## config.mk

```make
export PLATFORM = sky130hd
export DESIGN_NAME = ubx_frame_builder_flat
export DESIGN_NICKNAME = d
export VERILOG_FILES = /design/src/rtl/ubx_pkg.sv /design/src/rtl/ubx_if.sv /design/src/rtl/ubx_frame_builder.sv /design/src/rtl/ubx_front.sv /design/src/rtl/ubx_cmd_fifo.sv /design/src/rtl/ubx_back.sv /design/src/flat_wrapper.sv
export VERILOG_INCLUDE_DIRS = /design/src /design/src/rtl
export SDC_FILE = /design/constraint.sdc
export NUM_CORES = 1
export LEC_CHECK = 0
export BUFFER_PORTS_ARGS = -buffer_cell sky130_fd_sc_hd__buf_2
export CORE_MARGIN = 2
export CORE_UTILIZATION = 45
export CTS_CLUSTER_SIZE = 28
export DETAILED_ROUTE_END_ITERATION = 10
export SYNTH_ARGS = -nofsm -noshare
export SYNTH_HDL_FRONTEND = slang
export SYNTH_SLANG_ARGS = --single-unit
export TNS_END_PERCENT = 5
```

## constraint.sdc

```tcl
create_clock -name i_clk -period 8.2 [get_ports i_clk]
set_clock_uncertainty 0.2 [all_clocks]
set_input_delay 1.64 -clock i_clk [delete_from_list [all_inputs] [get_ports i_clk]]
set_output_delay 1.64 -clock i_clk [all_outputs]
set_load 0.02 [all_outputs]
```

## src/rtl/ubx_frame_builder_macros.svh

```systemverilog
// Assertion helpers used by the frame builder's back end (ubx_back).
`ifndef UBX_FRAME_BUILDER_MACROS_SVH
`define UBX_FRAME_BUILDER_MACROS_SVH

// Same-cycle implication, clocked on clk, off while rst_n is low.
`define UBX_ASSERT_IMP(lbl, clk, rst_n, ante, cons, msg) \
    lbl: assert property (@(posedge clk) disable iff (!(rst_n)) (ante) |-> (cons)) \
        else $error(msg);

// Next-cycle implication, clocked on clk, off while rst_n is low.
`define UBX_ASSERT_NXT(lbl, clk, rst_n, ante, cons, msg) \
    lbl: assert property (@(posedge clk) disable iff (!(rst_n)) (ante) |=> (cons)) \
        else $error(msg);

`endif

```

## src/rtl/ubx_pkg.sv

```systemverilog
`default_nettype none

package ubx_pkg;

    typedef logic [7:0]  t_byte;
    typedef logic [15:0] t_len;

    localparam t_byte SYNC_FIRST  = 8'hB5;
    localparam t_byte SYNC_SECOND = 8'h62;

    // command queue between front and back
    localparam int unsigned UBX_QDEPTH = 4;
    localparam int unsigned UBX_QAW    = $clog2(UBX_QDEPTH);

    typedef enum logic {
        MODE_HDR = 1'b0,
        MODE_PAY = 1'b1
    } t_mode;

    // one classified item; data is class for a header, the byte for payload
    typedef struct packed {
        t_mode kind;
        t_byte data;
        t_byte msg_id;
        t_len  len;
        logic  last;
    } t_cmd;

    typedef struct packed {
        logic full;
        logic empty;
    } t_q_status;

    typedef enum logic [7:0] {
        ST_START = 8'b0000_0001,
        ST_SYNC2 = 8'b0000_0010,
        ST_CLASS = 8'b0000_0100,
        ST_ID    = 8'b0000_1000,
        ST_LENLO = 8'b0001_0000,
        ST_LENHI = 8'b0010_0000,
        ST_CKA   = 8'b0100_0000,
        ST_CKB   = 8'b1000_0000
    } t_bstate;

endpackage

`default_nettype wire

```

## src/rtl/ubx_if.sv

```systemverilog
`default_nettype none

interface ubx_in_if import ubx_pkg::*; ();
    logic  valid;
    logic  ready;
    logic  mode;
    t_byte hdr_class;
    t_byte msg_id;
    t_len  body_len;
    t_byte payload_byte;

    modport source (output valid, mode, hdr_class, msg_id, body_len, payload_byte,
                    input ready);
    modport sink   (input valid, mode, hdr_class, msg_id, body_len, payload_byte,
                    output ready);
endinterface

interface ubx_out_if import ubx_pkg::*; ();
    logic  valid;
    logic  ready;
    t_byte out_byte;
    logic  run_last;
    logic  frame_end;

    modport source (output valid, out_byte, run_last, frame_end, input ready);
    modport sink   (input valid, out_byte, run_last, frame_end, output ready);
endinterface

`default_nettype wire

```

## src/rtl/ubx_frame_builder.sv

```systemverilog
// Frame builder for binary receiver command frames with an 8-bit Fletcher
// checksum. A header beat (mode 0) produces sync 0xB5, sync 0x62, class, id,
// length low, length high; each payload beat (mode 1) produces its byte, and
// the frame's last payload byte is followed by checksum A and checksum B
// (frame_end set on B). A zero-length header gets both checksum bytes right
// after it. Payload beats with no frame open are taken and dropped; a new
// header abandons an unfinished frame. run_last marks the final output beat
// of each input beat. Output rate is one byte per cycle while the receiver
// holds ready and the queue is not empty, set by the single output register
// of the byte sequencer. The input side runs ahead through a 4-entry command
// queue, so input accepts one beat per cycle until the queue fills. An input
// beat passes through the command queue and then the output register before
// its first byte appears. Reset is synchronous, active low.
`default_nettype none

module ubx_frame_builder import ubx_pkg::*; (
    input  wire logic i_clk,
    input  wire logic i_rst_n,
    ubx_in_if.sink    i_in,
    ubx_out_if.source o_out
);

    logic      push;
    t_cmd      push_cmd;
    logic      pop;
    t_cmd      head;
    t_q_status q_status;

    // front: accepts beats, tracks frame state, drops stray payload
    ubx_front u_front (
        .i_clk      (i_clk),
        .i_rst_n    (i_rst_n),
        .i_in       (i_in),
        .i_q_status (q_status),
        .o_push     (push),
        .o_cmd      (push_cmd)
    );

    // decouples front from the byte sequencer
    ubx_cmd_fifo u_fifo (
        .i_clk    (i_clk),
        .i_rst_n  (i_rst_n),
        .i_push   (push),
        .i_cmd    (push_cmd),
        .i_pop    (pop),
        .o_head   (head),
        .o_status (q_status)
    );

    // back: walks each command out byte by byte and runs the checksum
    ubx_back u_back (
        .i_clk      (i_clk),
        .i_rst_n    (i_rst_n),
        .i_head     (head),
        .i_q_status (q_status),
        .o_pop      (pop),
        .o_out      (o_out)
    );

endmodule

`default_nettype wire

```

## src/rtl/ubx_front.sv

```systemverilog
`default_nettype none

module ubx_front import ubx_pkg::*; (
    input  wire logic      i_clk,
    input  wire logic      i_rst_n,
    ubx_in_if.sink         i_in,
    input  wire t_q_status i_q_status,
    output logic           o_push,
    output t_cmd           o_cmd
);

    logic r_open, n_open;
    t_len r_left, n_left;
    logic accept;

    assign i_in.ready = !i_q_status.full;
    assign accept     = i_in.valid && i_in.ready;

    always_comb begin
        o_push = 1'b0;
        o_cmd  = '0;
        n_open = r_open;
        n_left = r_left;
        if (accept) begin
            if (t_mode'(i_in.mode) == MODE_HDR) begin
                o_push       = 1'b1;
                o_cmd.kind   = MODE_HDR;
                o_cmd.data   = i_in.hdr_class;
                o_cmd.msg_id = i_in.msg_id;
                o_cmd.len    = i_in.body_len;
                o_cmd.last   = (i_in.body_len == '0);
                n_open       = (i_in.body_len != '0);
                n_left       = i_in.body_len;
            end else if (r_open) begin
                // open frame always has at least one byte left
                o_push     = 1'b1;
                o_cmd.kind = MODE_PAY;
                o_cmd.data = i_in.payload_byte;
                o_cmd.last = (r_left == t_len'(1));
                n_left     = r_left - t_len'(1);
                n_open     = (r_left != t_len'(1));
            end
            // payload with no frame open: taken and dropped
        end
    end

    always_ff @(posedge i_clk) begin
        if (!i_rst_n) begin
            r_open <= 1'b0;
            r_left <= '0;
        end else begin
            r_open <= n_open;
            r_left <= n_left;
        end
    end

endmodule

`default_nettype wire

```

## src/rtl/ubx_cmd_fifo.sv

```systemverilog
`default_nettype none

module ubx_cmd_fifo import ubx_pkg::*; (
    input  wire logic  i_clk,
    input  wire logic  i_rst_n,
    input  wire logic  i_push,
    input  wire t_cmd  i_cmd,
    input  wire logic  i_pop,
    output t_cmd       o_head,
    output t_q_status  o_status
);

    t_cmd               r_mem [UBX_QDEPTH];
    logic [UBX_QAW-1:0] r_wr;
    logic [UBX_QAW-1:0] r_rd;
    logic [UBX_QAW:0]   r_cnt;
    logic               do_wr;
    logic               do_rd;

    assign o_status.full  = (r_cnt == UBX_QAW'(0) + (UBX_QAW+1)'(UBX_QDEPTH));
    assign o_status.empty = (r_cnt == '0);
    assign do_wr  = i_push && !o_status.full;
    assign do_rd  = i_pop && !o_status.empty;
    assign o_head = r_mem[r_rd];

    always_ff @(posedge i_clk) begin
        if (do_wr) begin
            r_mem[r_wr] <= i_cmd;
        end
    end

    always_ff @(posedge i_clk) begin
        if (!i_rst_n) begin
            r_wr  <= '0;
            r_rd  <= '0;
            r_cnt <= '0;
        end else begin
            if (do_wr) begin
                r_wr <= r_wr + UBX_QAW'(1);
            end
            if (do_rd) begin
                r_rd <= r_rd + UBX_QAW'(1);
            end
            r_cnt <= r_cnt + (UBX_QAW+1)'(do_wr) - (UBX_QAW+1)'(do_rd);
        end
    end

endmodule

`default_nettype wire

```

## src/rtl/ubx_back.sv

```systemverilog
`default_nettype none

`include "ubx_frame_builder_macros.svh"

module ubx_back import ubx_pkg::*; (
    input  wire logic      i_clk,
    input  wire logic      i_rst_n,
    input  wire t_cmd      i_head,
    input  wire t_q_status i_q_status,
    output logic           o_pop,
    ubx_out_if.source      o_out
);

    t_bstate r_state, n_state;
    t_byte   r_sum_a, n_sum_a;
    t_byte   r_sum_b, n_sum_b;
    t_byte   r_out_byte;
    logic    r_out_valid;
    logic    r_out_last;
    logic    r_out_end;

    logic    adv;
    logic    emit;
    t_byte   byte_nx;
    logic    fin;
    logic    is_end;
    logic    do_acc;
    logic    do_clr;
    t_byte   acc_a;

    assign adv  = !r_out_valid || o_out.ready;
    assign emit = !i_q_status.empty && adv;

    always_comb begin
        n_state = r_state;
        byte_nx = '0;
        fin     = 1'b0;
        is_end  = 1'b0;
        do_acc  = 1'b0;
        do_clr  = 1'b0;
        unique case (r_state)
            ST_START: begin
                if (i_head.kind == MODE_HDR) begin
                    byte_nx = SYNC_FIRST;
                    do_clr  = 1'b1;
                    n_state = ST_SYNC2;
                end else begin
                    byte_nx = i_head.data;
                    do_acc  = 1'b1;
                    if (i_head.last) begin
                        n_state = ST_CKA;
                    end else begin
                        fin = 1'b1;
                    end
                end
            end
            ST_SYNC2: begin
                byte_nx = SYNC_SECOND;
                n_state = ST_CLASS;
            end
            ST_CLASS: begin
                byte_nx = i_head.data;
                do_acc  = 1'b1;
                n_state = ST_ID;
            end
            ST_ID: begin
                byte_nx = i_head.msg_id;
                do_acc  = 1'b1;
                n_state = ST_LENLO;
            end
            ST_LENLO: begin
                byte_nx = i_head.len[7:0];
                do_acc  = 1'b1;
                n_state = ST_LENHI;
            end
            ST_LENHI: begin
                byte_nx = i_head.len[15:8];
                do_acc  = 1'b1;
                if (i_head.last) begin
                    n_state = ST_CKA;
                end else begin
                    fin     = 1'b1;
                    n_state = ST_START;
                end
            end
            ST_CKA: begin
                byte_nx = r_sum_a;
                n_state = ST_CKB;
            end
            ST_CKB: begin
                byte_nx = r_sum_b;
                is_end  = 1'b1;
                fin     = 1'b1;
                n_state = ST_START;
            end
            default: begin
                n_state = ST_START;
            end
        endcase
    end

    // Fletcher step, both 8-bit sums modulo 256
    assign acc_a = r_sum_a + byte_nx;

    always_comb begin
        n_sum_a = r_sum_a;
        n_sum_b = r_sum_b;
        if (do_clr) begin
            n_sum_a = '0;
            n_sum_b = '0;
        end else if (do_acc) begin
            n_sum_a = acc_a;
            n_sum_b = r_sum_b + acc_a;
        end
    end

    assign o_pop = emit && fin;

    always_ff @(posedge i_clk) begin
        if (!i_rst_n) begin
            r_state     <= ST_START;
            r_sum_a     <= '0;
            r_sum_b     <= '0;
            r_out_valid <= 1'b0;
        end else begin
            if (emit) begin
                r_state <= n_state;
                r_sum_a <= n_sum_a;
                r_sum_b <= n_sum_b;
            end
            if (adv) begin
                r_out_valid <= emit;
            end
        end
    end

    always_ff @(posedge i_clk) begin
        if (emit) begin
            r_out_byte <= byte_nx;
            r_out_last <= fin;
            r_out_end  <= is_end;
        end
    end

    assign o_out.valid     = r_out_valid;
    assign o_out.out_byte  = r_out_byte;
    assign o_out.run_last  = r_out_last;
    assign o_out.frame_end = r_out_end;

    `UBX_ASSERT_IMP(a_end_is_last, i_clk, i_rst_n, r_out_valid && r_out_end, r_out_last, "frame end beat not marked last")
    `UBX_ASSERT_NXT(a_hdr_clears_sums, i_clk, i_rst_n, emit && r_state == ST_START && i_head.kind == MODE_HDR, r_sum_a == '0 && r_sum_b == '0, "sums not cleared at header")
    `UBX_ASSERT_NXT(a_cka_is_sum, i_clk, i_rst_n, emit && r_state == ST_CKA, r_out_byte == $past(r_sum_a) && !r_out_last, "checksum A beat wrong")

endmodule

`default_nettype wire

```

## src/flat_wrapper.sv

```systemverilog
// flat-port wrapper written by rule: the top's interface ports become plain ports
module ubx_frame_builder_flat import ubx_pkg::*;
  (i_clk, i_rst_n, i_in_valid, i_in_mode, i_in_hdr_class, i_in_msg_id, i_in_body_len, i_in_payload_byte, i_in_ready, o_out_valid, o_out_out_byte, o_out_run_last, o_out_frame_end, o_out_ready);
  ubx_in_if i_in_i ();
  ubx_out_if o_out_i ();
  input  wire logic i_clk;
  input  wire logic i_rst_n;
  input wire logic [$bits(i_in_i.valid)-1:0] i_in_valid;
  input wire logic [$bits(i_in_i.mode)-1:0] i_in_mode;
  input wire logic [$bits(i_in_i.hdr_class)-1:0] i_in_hdr_class;
  input wire logic [$bits(i_in_i.msg_id)-1:0] i_in_msg_id;
  input wire logic [$bits(i_in_i.body_len)-1:0] i_in_body_len;
  input wire logic [$bits(i_in_i.payload_byte)-1:0] i_in_payload_byte;
  output wire logic [$bits(i_in_i.ready)-1:0] i_in_ready;
  output wire logic [$bits(o_out_i.valid)-1:0] o_out_valid;
  output wire logic [$bits(o_out_i.out_byte)-1:0] o_out_out_byte;
  output wire logic [$bits(o_out_i.run_last)-1:0] o_out_run_last;
  output wire logic [$bits(o_out_i.frame_end)-1:0] o_out_frame_end;
  input wire logic [$bits(o_out_i.ready)-1:0] o_out_ready;
  assign i_in_i.valid = i_in_valid;
  assign i_in_i.mode = i_in_mode;
  assign i_in_i.hdr_class = i_in_hdr_class;
  assign i_in_i.msg_id = i_in_msg_id;
  assign i_in_i.body_len = i_in_body_len;
  assign i_in_i.payload_byte = i_in_payload_byte;
  assign i_in_ready = i_in_i.ready;
  assign o_out_valid = o_out_i.valid;
  assign o_out_out_byte = o_out_i.out_byte;
  assign o_out_run_last = o_out_i.run_last;
  assign o_out_frame_end = o_out_i.frame_end;
  assign o_out_i.ready = o_out_ready;
  ubx_frame_builder u_core (.i_clk(i_clk), .i_rst_n(i_rst_n), .i_in(i_in_i), .o_out(o_out_i));
endmodule
```

=== Word-level counts from Yosys, hierarchy flattened ===
Memories as Yosys holds them, arrays and structs flattened. A register that Yosys moved wholly into a read port is not among the register bits.
Cells that the tools add are included.

* Bits in registers: 59
* RAM bits: 136
* Input bits: 45
* Word-level logic and storage cells: 85
* Memories: 1

* Add/subtract/negate cells: 7
* Equality and inequality tests: 13
* Multiplexer cells: 35
* Reduce and logical (&&, ||, !) cells: 17

{| class="wikitable"
|+ Memory list
! memory !! words !! width !! read ports !! clocked after Yosys merged registers in !! write ports !! RTL line !! text
|-
| u_core.u_fifo.r_mem || 4 || 34 || 1 || 1 || 1 || ubx_cmd_fifo.sv:13 || <nowiki>t_cmd r_mem [UBX_QDEPTH];</nowiki>
|}

{| class="wikitable"
|+ Operator list
! operator !! count
|-
| $pmux 8 s8 || 1
|-
| $mux 8 || 7
|-
| $pmux 8 s7 || 1
|-
| $mux 34 || 1
|-
| $mux 16 || 2
|-
| $mux 24 || 1
|-
| $mux 9 || 2
|-
| $add 8x8->8 || 2
|-
| $eq 16x1->1 const B || 1
|-
| $logic_not 16->1 || 1
|-
| $ne 16x1->1 const B || 1
|-
| $reduce_bool 16->1 || 1
|-
| $sub 16x1->16 const B || 1
|-
| $mux 1 || 15
|-
| $eq 8x1->1 const B || 1
|-
| $eq 8x2->1 const B || 1
|-
| $eq 8x3->1 const B || 1
|-
| $eq 8x4->1 const B || 1
|-
| $eq 8x5->1 const B || 1
|-
| $eq 8x6->1 const B || 1
|-
| $eq 8x7->1 const B || 1
|-
| $eq 8x8->1 const B || 1
|-
| $mux 7 || 1
|-
| $reduce_and 2->1 || 3
|-
| 15 further kinds || 23
|}

=== Logic depth before layout (Yosys ltp) ===
* Depth after elaboration: 7
* Mapped depth: 21
* Depth with buffers taken out: 19

=== By module ===
A second synthesis with hierarchy kept.

* Cells, all modules: 700
* Area total of the unflattened synthesis: 9380.2 µm²

{| class="wikitable"
|+ Modules (own cells, without submodules)
! module !! instances !! cells each !! area an instance (µm²) !! seq. area each (µm²)
|-
| ubx_cmd_fifo || 1 || 229 || 5440.2 || 4264.1
|-
| ubx_back || 1 || 288 || 2544.9 || 800.8
|-
| ubx_front || 1 || 183 || 1395.1 || 340.3
|}

=== Worst setup path after synthesis ===
Ideal clock, no wire load.

* Path kind: reg2reg
* Start: register with a tool-made name
* End: register u_core.u_back.r_sum_b[7]
* Data arrival time: 4.676 ns
* Data required time: 7.878 ns
* Setup slack: 3.202 ns
* Stages on the path, launching flop included: 19
* Clock period less this slack: 4.998 ns
* Cell sequence: dfxtp_1 buf_6 buf_2 buf_1 mux4_2 a221oi_1 nand3_1 ha_1 fa_1 a21o_1 a21oi_1 o21bai_1 a21oi_1 xnor2_1 ha_1 o41ai_1 xnor2_1 and3_1 a311o_1

{| class="wikitable"
|+ RTL lines
! what !! RTL line !! text
|-
| end signal: assignment || ubx_back.sv:129 || <nowiki>r_sum_b <= n_sum_b;</nowiki>
|-
| end: declaration || ubx_back.sv:16 || <nowiki>t_byte r_sum_b, n_sum_b;</nowiki>
|}

==> metrics.yaml <==
fin_nets: 806
start_kind: "flop"
htreeDepth: 4
postCtsSetupBuffers: 0
synthArstFlopShare: 0
fillers: 1706
antenna_found_initial: 0
cp.required_ns: 8.31
synth_edf_count: 146
ys.flop_type: "edfxtp_1"
place_area_um2: 9555
slew_viol_final: 0
drc: 0
clock_sinks: 197
dpl.cell_count: 982
crit_end: "u_core.u_back.r_sum_b[7]"
reg2reg_slack_ns: 2.79
ant_nets: 0
ctsRootBufferMaster: "clkbuf_16"
dr.pass1.iters: 5
grt_pass1_vias: 5923
hpwl_um: 13380
drive_above_1_share: 0.1883
grt-ovfl-total: 0
synth_cell_types: 63
clockBufferDepth: 2
final.period_utilization: 0.6595
place.gp.congestion: 0.9203
fin_crit_ns: 5.408
area_growth_pct: 12.96
path_max_fanout: 18
syn_inst: 689
clock_latency_ns: 0.43
rows: 51
ioPinCount: 57
slew_headroom: 0.2293
rsz0062_at_grt: "no"
dpl_worst_slack_ns: 2.793
maxCapViolCount: 0
die_area_um2: 21160
hold_buffers: 0
cts_buffers: 17
grt_pass1_wl_um: 32040
grt.total_usage: 0.1943
syn_avg_cell_area_um2: 13.07
vias: 5777
max_freq_mhz: 184.9
cts.reportedPaths.clkPinSlew_ns: 0.07
r2r.worst_path.cells: 18
ys_seq_elements: 197
cts_tree: "yes"
syn_nets: 759
initial_core_util: 0.4613
grt_max_degree: 54
ys_seq_area_frac: 0.6001
cts_resized: 0
crit_type: "reg -> reg"
final_cell_count_no_fill: 1014
fp.dieH_um: 145.5
power.density_nw_per_um2: 320.4
syn_area_um2: 9007
wire_per_inst_um: 19.65
portBuffers: 56
worst_pin_slew_ns: 1.154
hold_viol_final: 0
peakVddDrop_uv: 160.6
r2r_end: "u_core.u_back.r_sum_b[7]"
fp.dieW_um: 145.5
end_kind: "flop"
setup_tns_ns: 0
p_leak_nw: 3.626
p_total_mw: 3.260
routed_via_density: 5.697
drt-initial-drc-count: 403
routed_wl_um: 19920
num_antenna_cells: 0
final-setup-viol-count: 0
fin_ws_ns: 2.792
final_cell_area_um2: 10170
hp-class: "reg -> reg"
run_status: "completed"
core_um2: 19530
cp.arrival_ns: 5.52
synth_warnings: 0
power by group:
part | internal [mW] | total (mW) | switching (mW)
clock | 0.469 | 0.854 | 0.386
combinational | 0.439 | 1.09 | 0.646
sequential | 1.23 | 1.32 | 0.0927
critical path, cell delays in order, from the launching register on:
cell	delay, ns
dfxtp_2	0.74
buf_4	0.46
mux4_2	0.55
inv_1	0.07
o22ai_1	0.10
a221oi_1	0.28
nand3_1	0.15
ha_1	0.26
fa_1	0.41
a21o_1	0.18
a21oi_1	0.23
o21bai_1	0.10
a21oi_1	0.19
xnor2_1	0.12
ha_1	0.22
o41ai_1	0.43
xnor2_1	0.15
and3_1	0.18
a311o_1	0.26
cell families (layout without fill, tap and decap cells):
| family | Yosys count | after routing | share of synthesized area |
|---|---|---|---|
| muxes | 37 | 37 | 0.08848 |
| AOI/OAI and AO/OA | 144 | 144 | 0.1057 |
| and+or+nand+nor | 207 | 207 | 0.1264 |
| DFF | 197 | 197 | 0.6001 |
| adders and majority gates | 25 | 25 | 0.03723 |
| xor gates and xnor gates | 14 | 14 | 0.01361 |
| buffers and inverters | 65 | 125 | 0.02848 |
layout make-up:
type                       count  area, um2  share of cell area
sequential                   197       5406              0.5314
inverter                      33      123.9             0.01217
tap                          265      331.6             0.03259
clock buffer                  21      483.0             0.04747
timing repair buffer          60      310.3             0.03050
multi-input combinational    427       3383              0.3325
clock inverter                11      136.4             0.01340
synth_stat cells, types with 5 or more instances:
master    number  share of area
clkbuf_1      25          0.010
xnor2_1       10         0.0097
ha_1          22          0.031
nand4_1        5         0.0035
a21oi_1       33          0.018
mux4_2        34          0.085
a22oi_1       15          0.013
nor2_1        32          0.013
nand2_1       37          0.015
edfxtp_1     146           0.49
nand3_1       13         0.0072
o21ai_0       26          0.014
o22ai_1       10         0.0069
o21ai_1        6         0.0033
inv_1         32          0.013
nand2b_1       5         0.0035
dfxtp_1       51           0.11
nor3_1        12         0.0067
nor2b_1       31          0.022
and2_1        37          0.026
nor4_1         9         0.0063
o21a_1         6         0.0050
a22o_1         8         0.0078
and3_1         8         0.0056
routing by layer:
metal,routed length (um),vias to the layer above,GRT usage
met5,0,-,0
met4,442,0,0.06569
met3,826,28,0.03981
met2,9728,159,0.3197
met1,8926,2878,0.2593
li1,-,2712,-
state kept, by name, summed over array words and instances, names as in the netlist, named ones only:
name                           flops
u_core.u_back.o_out.frame_end      1
u_core.u_back.o_out.out_byte       8
u_core.u_back.o_out.run_last       1
u_core.u_back.o_out.valid          1
u_core.u_back.r_state              8
u_core.u_back.r_sum_a              8
u_core.u_back.r_sum_b              8
u_core.u_fifo.r_cnt                3
u_core.u_fifo.r_mem              136
u_core.u_fifo.r_rd                 2
u_core.u_fifo.r_wr                 2
u_core.u_front.r_left             16
u_core.u_front.r_open              1
worst min path at each step:
stage	from	end	slack, ns	cells past startpoint
after floorplan	u_core.u_back.r_sum_b[6]	u_core.u_back.r_sum_b[6]	0.25	2
after global placement	u_core.u_back.o_out.valid	u_core.u_back.o_out.valid	0.26	2
after detailed placement	u_core.u_back.o_out.valid	u_core.u_back.o_out.valid	0.28	2
after CTS	u_core.u_back.o_out.valid	u_core.u_back.o_out.valid	0.29	2
after global routing	u_core.u_back.r_sum_b[6]	u_core.u_back.r_sum_b[6]	0.33	2
final	u_core.u_back.o_out.valid	u_core.u_back.o_out.valid	0.28	2
cells in the final DEF (no fill, tap or decap), types with 13 or more instances in the layout:
| cell type | Yosys | routed |
|---|---|---|
| a21oi_1 | 33 | 33 |
| a22oi_1 | 15 | 15 |
| and2_1 | 37 | 37 |
| buf_2 | 4 | 56 |
| clkbuf_16 | 0 | 19 |
| dfxtp_1 | 51 | 50 |
| edfxtp_1 | 146 | 146 |
| ha_1 | 22 | 22 |
| inv_1 | 32 | 32 |
| mux4_2 | 34 | 34 |
| nand2_1 | 37 | 37 |
| nand3_1 | 13 | 13 |
| nor2_1 | 32 | 31 |
| nor2b_1 | 31 | 27 |
| o21ai_0 | 26 | 26 |
metrics by stage:
| stage | util | hold WS (ns) |
|---|---|---|
| after global placement | 0.4894 | 0.2649 |
| after floorplan | - | 0.2485 |
| final | 0.5211 | 0.2796 |
| after global routing | 0.5211 | 0.3268 |
| after detailed placement | 0.4894 | 0.2776 |
| after CTS | 0.5211 | 0.2871 |
No activity file was read; power rests on OpenSTA's default activity.
